File: src/rtl/smx_pkg.sv
// Shared widths, format codes and stage-enable types for the stereo frame mixer.
package smx_pkg;

  localparam int MODE_W = 2;
  localparam int SAMP_W = 32;
  localparam int MIX_W  = 16;
  localparam int SRC_W  = 32;
  localparam int MAG_W  = 39;
  localparam int NSTAGE = 5;

  localparam logic [MODE_W-1:0] MODE_U8  = 2'd0;
  localparam logic [MODE_W-1:0] MODE_S16 = 2'd1;
  localparam logic [MODE_W-1:0] MODE_F32 = 2'd2;

  // 1/sqrt(2) as an unsigned 32-bit fraction.
  localparam logic [31:0] MIX_K = 32'd3037000500;

  typedef struct packed {
    logic ld1;
    logic ld2;
  } conv_en_t;

  typedef struct packed {
    logic lda;
    logic ldb;
    logic ldc;
  } scale_en_t;

endpackage

File: src/rtl/saturating_stereo_frame_mixer.sv
// Each accepted input beat passes through every register stage before its output beat is valid.
// Throughput: one beat per cycle; five register stages (two of sample conversion,
// then sum, 32x32 multiply and clamp) each hold a valid bit and load when empty or
// when the next stage moves, so bubbles are squeezed out and a waiting output blocks
// new input only once all five stages are full.
// Reset clears the valid bits only; the data path registers are not reset.
module saturating_stereo_frame_mixer (
  input  logic                               clk,
  input  logic                               rst,
  input  logic                               in_valid,
  output logic                               in_ready,
  input  logic        [smx_pkg::MODE_W-1:0]  mode,
  input  logic                               stereo,
  input  logic        [smx_pkg::SAMP_W-1:0]  left_sample,
  input  logic        [smx_pkg::SAMP_W-1:0]  right_sample,
  input  logic signed [smx_pkg::MIX_W-1:0]   mix_left,
  input  logic signed [smx_pkg::MIX_W-1:0]   mix_right,
  output logic                               out_valid,
  input  logic                               out_ready,
  output logic signed [smx_pkg::MIX_W-1:0]   out_left,
  output logic signed [smx_pkg::MIX_W-1:0]   out_right
);
  import smx_pkg::*;

  logic [NSTAGE-1:0] vld;
  logic [NSTAGE-1:0] rdy;
  conv_en_t          cen;
  scale_en_t         sen;
  logic [SAMP_W-1:0] rsel;

  logic signed [SRC_W-1:0] src_l;
  logic signed [SRC_W-1:0] src_r;
  logic signed [MIX_W-1:0] mixd_l;
  logic signed [MIX_W-1:0] mixd_r;

  // A stage may load when it is empty or the stage after it is loading too.
  always_comb begin
    rdy[NSTAGE-1] = !vld[NSTAGE-1] || out_ready;
    for (int k = NSTAGE - 2; k >= 0; k--) begin
      rdy[k] = !vld[k] || rdy[k+1];
    end
  end

  always_ff @(posedge clk) begin
    if (rst) begin
      vld <= '0;
    end else begin
      if (rdy[0]) begin
        vld[0] <= in_valid;
      end
      for (int k = 1; k < NSTAGE; k++) begin
        if (rdy[k]) begin
          vld[k] <= vld[k-1];
        end
      end
    end
  end

  assign in_ready  = rdy[0];
  assign out_valid = vld[NSTAGE-1];

  assign cen = '{ld1: rdy[0], ld2: rdy[1]};
  assign sen = '{lda: rdy[2], ldb: rdy[3], ldc: rdy[4]};

  // In mono the left sample feeds both channels.
  assign rsel = stereo ? right_sample : left_sample;

  smx_conv u_conv_l (
    .clk     (clk),
    .en      (cen),
    .mode    (mode),
    .sample  (left_sample),
    .mix     (mix_left),
    .src     (src_l),
    .mix_out (mixd_l)
  );

  smx_conv u_conv_r (
    .clk     (clk),
    .en      (cen),
    .mode    (mode),
    .sample  (rsel),
    .mix     (mix_right),
    .src     (src_r),
    .mix_out (mixd_r)
  );

  smx_scale u_scale_l (
    .clk (clk),
    .en  (sen),
    .src (src_l),
    .mix (mixd_l),
    .res (out_left)
  );

  smx_scale u_scale_r (
    .clk (clk),
    .en  (sen),
    .src (src_r),
    .mix (mixd_r),
    .res (out_right)
  );

endmodule

File: src/rtl/smx_conv.sv
// Two-stage conversion of one raw sample to a 16-bit-scaled integer.
module smx_conv (
  input  logic                                clk,
  input  smx_pkg::conv_en_t                   en,
  input  logic        [smx_pkg::MODE_W-1:0]   mode,
  input  logic        [smx_pkg::SAMP_W-1:0]   sample,
  input  logic signed [smx_pkg::MIX_W-1:0]    mix,
  output logic signed [smx_pkg::SRC_W-1:0]    src,
  output logic signed [smx_pkg::MIX_W-1:0]    mix_out
);
  import smx_pkg::*;

  logic [7:0]        ex;
  logic [22:0]       fr;
  logic [23:0]       man;
  logic [MAG_W-1:0]  mag_next;
  logic [7:0]        shamt_next;
  logic              fsat_next;
  logic              fnan_next;
  logic signed [8:0] d;
  logic signed [SRC_W-1:0] u8val;
  logic signed [SRC_W-1:0] dval_next;

  logic [MODE_W-1:0]       mode_q;
  logic signed [SRC_W-1:0] dval_q;
  logic [MAG_W-1:0]        mag_q;
  logic [7:0]              shamt_q;
  logic                    neg_q;
  logic                    fsat_q;
  logic                    fnan_q;
  logic signed [MIX_W-1:0] mix_q;

  logic [MAG_W-1:0]        shifted;
  logic [MAG_W-1:0]        limit;
  logic [MAG_W-1:0]        q;
  logic [SRC_W-1:0]        q32;
  logic [SRC_W-1:0]        fval;
  logic signed [SRC_W-1:0] src_next;

  always_comb begin
    ex  = sample[30:23];
    fr  = sample[22:0];
    man = {(ex != 8'd0), fr};
    // Mantissa times 32767 without a multiplier.
    mag_next = {man, 15'd0} - {15'd0, man};
    if (ex == 8'd0) begin
      shamt_next = 8'd149;
    end else begin
      shamt_next = 8'd150 - ex;
    end
    fnan_next = (ex == 8'hFF) && (fr != 23'd0);
    fsat_next = (ex == 8'hFF) ? (fr == 23'd0) : (ex >= 8'd150);

    // 32767/127 is 258 remainder 1, so only the extreme codes need a correction.
    d     = $signed({1'b0, sample[7:0]}) - 9'sd128;
    u8val = (SRC_W'(d) <<< 8) + (SRC_W'(d) <<< 1);
    if (d == 9'sd127) begin
      u8val = u8val + 32'sd1;
    end else if (d == -9'sd128 || d == -9'sd127) begin
      u8val = u8val - 32'sd1;
    end

    unique case (mode)
      MODE_U8:  dval_next = u8val;
      MODE_S16: dval_next = SRC_W'($signed(sample[15:0]));
      default:  dval_next = '0;
    endcase
  end

  always_ff @(posedge clk) begin
    if (en.ld1) begin
      mode_q  <= mode;
      dval_q  <= dval_next;
      mag_q   <= mag_next;
      shamt_q <= shamt_next;
      neg_q   <= sample[31];
      fsat_q  <= fsat_next;
      fnan_q  <= fnan_next;
      mix_q   <= mix;
    end
  end

  always_comb begin
    shifted = mag_q >> shamt_q;
    limit   = neg_q ? MAG_W'(33'h080000000) : MAG_W'(33'h07FFFFFFF);
    if (fsat_q || (shifted > limit)) begin
      q = limit;
    end else begin
      q = shifted;
    end
    q32 = q[SRC_W-1:0];
    if (fnan_q) begin
      fval = '0;
    end else if (neg_q) begin
      fval = ~q32 + 32'd1;
    end else begin
      fval = q32;
    end
    src_next = (mode_q == MODE_F32) ? $signed(fval) : dval_q;
  end

  always_ff @(posedge clk) begin
    if (en.ld2) begin
      src     <= src_next;
      mix_out <= mix_q;
    end
  end

endmodule

File: src/rtl/smx_scale.sv
// Three-stage sum, scale by 1/sqrt(2) and clamp to int16 for one channel.
module smx_scale (
  input  logic                              clk,
  input  smx_pkg::scale_en_t                en,
  input  logic signed [smx_pkg::SRC_W-1:0]  src,
  input  logic signed [smx_pkg::MIX_W-1:0]  mix,
  output logic signed [smx_pkg::MIX_W-1:0]  res
);
  import smx_pkg::*;

  logic signed [SRC_W:0] sum;
  logic [SRC_W:0]        absv;
  logic [SRC_W-1:0]      a_q;
  logic                  nega_q;
  logic [63:0]           prod;
  logic [31:0]           p_q;
  logic                  negb_q;
  logic signed [MIX_W-1:0] res_next;

  always_comb begin
    sum  = {src[SRC_W-1], src} + (SRC_W+1)'(mix);
    absv = sum[SRC_W] ? (~sum + 1'b1) : sum;
  end

  // The magnitude never exceeds 2^31 + 32768, so 32 bits hold it.
  always_ff @(posedge clk) begin
    if (en.lda) begin
      a_q    <= absv[SRC_W-1:0];
      nega_q <= sum[SRC_W];
    end
  end

  assign prod = {32'd0, a_q} * {32'd0, MIX_K};

  always_ff @(posedge clk) begin
    if (en.ldb) begin
      p_q    <= prod[63:32];
      negb_q <= nega_q;
    end
  end

  always_comb begin
    if (negb_q) begin
      res_next = (p_q > 32'd32768) ? -16'sd32768 : $signed(16'(~p_q[15:0] + 16'd1));
    end else begin
      res_next = (p_q > 32'd32767) ? 16'sd32767 : $signed(p_q[15:0]);
    end
  end

  always_ff @(posedge clk) begin
    if (en.ldc) begin
      res <= res_next;
    end
  end

endmodule

File: config.mk
export PLATFORM = sky130hd
export DESIGN_NAME = saturating_stereo_frame_mixer
export DESIGN_NICKNAME = d
export VERILOG_FILES = /design/src/rtl/smx_pkg.sv /design/src/rtl/saturating_stereo_frame_mixer.sv /design/src/rtl/smx_conv.sv /design/src/rtl/smx_scale.sv
export SDC_FILE = /design/constraint.sdc
export NUM_CORES = 2
export LEC_CHECK = 0
export BUFFER_PORTS_ARGS = -buffer_cell sky130_fd_sc_hd__buf_2
export CAP_MARGIN = 10
export CORE_ASPECT_RATIO = 0.5
export CORE_MARGIN = 5
export CORE_UTILIZATION = 70
export DETAILED_ROUTE_END_ITERATION = 8
export GPL_TIMING_DRIVEN = 0
export PLACE_DENSITY = 0.95
export SETUP_SLACK_MARGIN = 0.15
export SYNTH_ARGS = -nofsm -noshare
export SYNTH_HDL_FRONTEND = slang
export SYNTH_HIERARCHICAL = 1
export SYNTH_SLANG_ARGS = --single-unit
File: constraint.sdc
create_clock -name clk -period 21.4 [get_ports clk]
set_input_delay 1.07 -clock clk [delete_from_list [all_inputs] [get_ports clk]]
set_output_delay 1.07 -clock clk [all_outputs]
set_load 0.005 [all_outputs]
# Word level (Yosys, flattened, before mapping)
# Index checks and enable logic that the tools add are counted.
[op_classes]
n_addsub = 20
multipliers = 2
magnitude_cmp = 8
eq_ne = 10
shift = 2
muxes = 27
bitwise = 6
reduce_logical = 25
[op_table]
columns = ["operator", "count"]
rows = [
  ["$mux W32", 17],
  ["$add A32 B1 Y32 const B", 4],
  ["$not A32 Y32", 4],
  ["$pmux W32 S2", 2],
  ["$mul A32 B30 Y62 const B", 2],
  ["$mux W16", 6],
  ["$gt A39 B32 Y1", 2],
  ["$shr A39 B8 Y39", 2],
  ["$sub A39 B24 Y39", 2],
  ["$add A32 B16 Y33", 2],
  ["$add A32 B2 Y32 const B", 2],
  ["$gt A32 B15 Y1 const B", 2],
  ["$gt A32 B16 Y1 const B", 2],
  ["$sub A32 B2 Y32 const B", 2],
  ["$eq A9 B8 Y1 const B", 6],
  ["$logic_not A23 Y1", 2],
  ["$reduce_bool A23 Y1", 2],
  ["$add A17 B10 Y18", 2],
  ["$add A16 B1 Y16 const B", 2],
  ["$not A16 Y16", 2],
  ["$sub A8 B8 Y9 const B", 2],
  ["$eq A8 B8 Y1 const B", 2],
  ["$ge A8 B8 Y1 const B", 2],
  ["$logic_not A8 Y1", 2],
  ["other kinds (9)", 25],
]
[totals]
regBits = 463
in_bits = 103

# Logic depth before layout (Yosys ltp)
[depth]
ltp_word = 9
ltp_mapped = 30

# By module
# Netlist, hierarchy kept.
[modules_own_cells]
columns = ["module", "instances", "cells_per_inst", "area_each_um2"]
rows = [
  ["smx_scale at u_scale_l", 1, 2175, 21524.4],
  ["smx_scale at u_scale_r", 1, 2145, 21513.1],
  ["smx_conv at u_conv_l", 1, 1172, 10890.4],
  ["smx_conv at u_conv_r", 1, 1140, 10802.9],
  ["saturating_stereo_frame_mixer", 1, 58, 752.0],
]

# Worst setup path after synthesis
# OpenSTA, ideal clock, no wires.
[synth_path]
kind = "reg-to-reg"
startpoint = "reg u_scale_l.a_q[3]"
endpoint = "reg u_scale_l.p_q[31] (data pin)"
setup_time_ns = 0.260
arrival_ns = 6.925
path_slack_ns = 14.215
path_stages_with_launch = 25
path_buffers = 1
synth_period_minus_slack_ns = 7.185
path_cell_list = "edfxtp_1 > ha_1 > xor2_1 > ha_1 > fa_1 > inv_1 > fa_1 > inv_1 > fa_1 > fa_1 > fa_1 > inv_1 > fa_1 > inv_1 > ha_1 > clkbuf_1 > and3_1 > a221o_1 > a21oi_1 > and3_1 > a21oi_1 > a221oi_1 > o2111ai_1 > a21oi_1 > xnor2_1"
[synth_between]
elab_chain_len = 1
[synth_lines]
columns = ["item", "line_no", "source"]
rows = [
  ["start: declaration", "smx_scale.sv:13", "logic [SRC_W-1:0] a_q;"],
  ["start signal: assignment", "smx_scale.sv:28", "a_q <= absv[SRC_W-1:0];"],
  ["$mul A32 B30 Y62", "smx_scale.sv:33", "assign prod = {32'd0, a_q} * {32'd0, MIX_K};"],
  ["net u_scale_l.prod[63]", "smx_scale.sv:15", "logic [63:0] prod;"],
  ["end signal: assignment", "smx_scale.sv:37", "p_q <= prod[63:32];"],
  ["end: declaration", "smx_scale.sv:16", "logic [31:0] p_q;"],
]
# The timed path passes the listed nets, and every way through them passes these cells.
# A chain may end at the register's enable or synchronous reset.

# Worst setup path after layout
[layout_path]
startpoint = "reg u_scale_l.a_q[10]"
endpoint = "reg u_scale_l.p_q[31] (data pin)"
# The elaborated chain is that of the path after synthesis.

==> impl_metrics.env <==
export IMPL_startpoint_type="register"
export IMPL_synth_net_count=8449
export IMPL_yosys_warnings=6
export IMPL_die_w_um=443
export IMPL_routed_wl_um=199000
export IMPL_slew_headroom=0.148
export IMPL_setup_tns_final_ns=0
export IMPL_ys_seq_elements=439
export IMPL_fin_crit_sh=0.423
export IMPL_rsz0062_at_grt="no"
export IMPL_grt_pass1_wl_um=308000
export IMPL_dieHeight_um=226
export IMPL_start_util=0.705
export IMPL_max_cap_viol_count=0
export IMPL_path_max_fanout=9
export IMPL_routabilityCongestion=1.02
export IMPL_grt_overflow=0
export IMPL_viasPerCell=6.65
export IMPL_tritoncts="yes"
export IMPL_post_cts_buffers=0
export IMPL_period_minus_slack_ns=9.06
export IMPL_clockBufferDepth=3
export IMPL_cts_sinks=439
export IMPL_hold_depth=0
export IMPL_endpoint="u_scale_l/p_q[31]$_DFFE_PP_"
export IMPL_r2r_end="u_scale_l/p_q[31]$_DFFE_PP_"
export IMPL_crit_start="u_scale_l/a_q[10]$_DFFE_PP_"
export IMPL_grt_pass1_vias=55700
export IMPL_cts_root_buf="clkbuf_16"
export IMPL_pin_count=137
export IMPL_synth_cell_types=122
export IMPL_drive_gt1_frac=0.0618
export IMPL_dominantRegCellSynth="edfxtp_1"
export IMPL_r2r_start="u_scale_l/a_q[10]$_DFFE_PP_"
export IMPL_antenna_found_initial=6
export IMPL_portBuffers=135
export IMPL_synth_avg_cell_area_sq_um=9.79
export IMPL_status="finished, final reports clean"
export IMPL_worst_hold_path_type="register to register"
export IMPL_tightestPinTransition_ns=1.28
export IMPL_worstPathArrival_ns=9.47
export IMPL_cts_max_level=2
export IMPL_nets=8639
export IMPL_clock_latency_ns=0.66
export IMPL_die_area_sq_um=100000
export IMPL_drv_slew=0
export IMPL_dpl_hpwl_um=161000
export IMPL_vias=54300
export IMPL_grt_util_all_layers=0.393
export IMPL_worst_ep_required_time_ns=21.81
export IMPL_r2r_slack_ns=12.34
export IMPL_ctsResizeCount=0
export IMPL_ff2ff_path_depth=23
export IMPL_synthCells=6690
export IMPL_numCtsBuffers=42
export IMPL_worst_setup_path_type="register to register"
export IMPL_synth_edf_count=434
export IMPL_seq_area_frac_synth=0.201
export IMPL_synth_async_reset_ratio=0
export IMPL_hold_violations=0
export IMPL_drt_iter0_drc=6373
export IMPL_setup_violations=0
export IMPL_ant_nets=0
export IMPL_coreArea_sq_um=92900
export IMPL_synth_area_sq_um=65500
export IMPL_dp_cells=8090
export IMPL_finClkSkew_ns=0.0339
export IMPL_cts_clk_slew_worst_paths_ns=0.07
export IMPL_max_clock_freq_mhz=110
export IMPL_grt_max_degree=76
export IMPL_wl_per_cell_um=24.3
export IMPL_firstDrtPassIters=9
export IMPL_end_kind="register"
export IMPL_fp_row_count=79
export IMPL_fill_cells=6108
export IMPL_drc=0
export IMPL_area_growth_pct=6.06
export IMPL_stdcell_count=8168
export IMPL_postCtsHoldBufs=0
[worst max-delay path: stages, from the launching register on]
cell and delay, ns:
edfxtp_1 0.78, ha_1 0.40, fa_1 0.46, fa_1 0.57, inv_1 0.07, fa_1 0.54, inv_1 0.06, fa_1 0.51
inv_1 0.05, fa_1 0.48, inv_1 0.06, fa_1 0.52, fa_1 0.52, ha_1 0.33, a21oi_1 0.07, o21ai_0 0.48
nor2_1 0.12, nor4_1 0.66, o2111ai_1 0.39, a21oi_1 0.77, a221oi_1 0.30, o2111ai_1 0.39, a21oi_1 0.15, xnor2_1 0.14
[placed cells by master, fill, tap and decap left out, types with 43 or more instances in the layout]
master and instances:
a211oi_1 43, a21o_1 112, a21oi_1 306, and2_1 49, buf_2 166, clkbuf_1 141
clkbuf_16 43, edfxtp_1 434, fa_1 688, ha_1 968, inv_1 1152, mux2i_1 116
nand2_1 379, nand2b_1 54, nand3_1 95, nand4_1 66, nor2_1 333, nor3_1 119
nor4_1 50, o211ai_1 43, o21ai_0 223, o22ai_1 87, or3_1 57, xnor2_1 214
xor2_1 131
[routing by layer]
metal | vias to the layer above | track usage | wire length, um
met5 | - | 0.000467 | 35
met1 | 25900 | 0.498 | 74600
met2 | 3634 | 0.626 | 88100
li1 | 23700 | - | -
met4 | 6 | 0.217 | 13500
met3 | 1046 | 0.0971 | 22300
[cell families after synthesis]
| family | after synthesis | synth area share |
|---|---|---|
| adders and majority gates | 1656 | 0.395 |
| AOI/OAI and AO/OA | 1281 | 0.132 |
| xor gates and xnor gates | 345 | 0.0461 |
| DFF | 439 | 0.201 |
| and+or+nand+nor | 1423 | 0.109 |
| muxes | 181 | 0.0344 |
| buffers and inverters | 1365 | 0.0820 |
[stage by stage]
stage / worst slack [ns] / hold slack, ns / area (sq um) / util
final: 12.34 / 0.414 / 69400 / 0.747
after global routing: 12.17 / 0.421 / 69400 / 0.747
after CTS: 12.69 / 0.415 / 69400 / 0.747
after detailed placement: 12.73 / 0.407 / 67900 / 0.731
after global placement: 11.54 / 0.402 / 67700 / 0.729
after floorplan: 14.22 / 0.400 / 65500 / -
[final cells by class]
type	count	area (sq um)	area share
inverter	1161	4360	0.0627
clock inverter	25	369	0.00531
antenna	2	5.00	0.0000721
buffer	204	1010	0.0145
clock buffer	50	1100	0.0159
tap	1255	1570	0.0226
timing repair buffer	146	896	0.0129
multi-input combinational	4886	47000	0.677
sequential	439	13100	0.189
[registers in the layout (all words and copies together) (netlist names), 5 cells and up]
signal and cells:
u_conv_r/mix_out 16, u_scale_r/a_q 32, u_conv_l/shamt_q 8, u_conv_l/mix_out 16
vld 5, u_conv_r/src 32, u_scale_l/p_q 32, u_conv_r/mix_q 16
u_conv_r/mag_q 39, u_conv_l/mix_q 16, u_scale_l/a_q 32, u_conv_r/dval_q 19
u_conv_l/src 32, u_conv_l/dval_q 19, u_scale_r/p_q 32, u_conv_r/shamt_q 8
u_scale_r/res 16, u_scale_l/res 16, u_conv_l/mag_q 39
[Yosys cell counts, drive strengths merged, types with 44 or more instances]
cell type / count / share of area
nand3: 96 / 0.0073
inv: 1158 / 0.066
edfxtp: 434 / 0.20
xor2: 131 / 0.018
nand2: 380 / 0.022
o22ai: 88 / 0.0085
nand2b: 55 / 0.0053
nor2: 333 / 0.019
a21oi: 308 / 0.024
nor3: 120 / 0.0092
mux2i: 123 / 0.019
nand4: 66 / 0.0063
clkbuf: 135 / 0.0078
o21ai: 239 / 0.018
or3: 58 / 0.0056
and2: 50 / 0.0048
xnor2: 214 / 0.029
buf: 69 / 0.0076
o211ai: 44 / 0.0051
a21o: 112 / 0.013
ha: 968 / 0.18
fa: 688 / 0.21
a211oi: 45 / 0.0053
nor4: 55 / 0.0060
[worst min-delay path by stage]
stage | startpoint | to | slack (ns)
global placement | u_conv_r/mix_q[15]$_DFFE_PP_ | u_conv_r/mix_out[15]$_DFFE_PP_ | 0.40
detailed placement | u_conv_r/mix_q[11]$_DFFE_PP_ | u_conv_r/mix_out[11]$_DFFE_PP_ | 0.41
finish | u_conv_r/mix_q[6]$_DFFE_PP_ | u_conv_r/mix_out[6]$_DFFE_PP_ | 0.41
global route | u_conv_l/mix_q[3]$_DFFE_PP_ | u_conv_l/mix_out[3]$_DFFE_PP_ | 0.42
floorplan | u_conv_l/mix_q[0]$_DFFE_PP_ | u_conv_l/mix_out[0]$_DFFE_PP_ | 0.40
CTS | u_conv_r/mix_q[6]$_DFFE_PP_ | u_conv_r/mix_out[6]$_DFFE_PP_ | 0.41
Power is not shown: default switching activity piles up to over one toggle a cycle in this logic, so the estimate is an artifact.
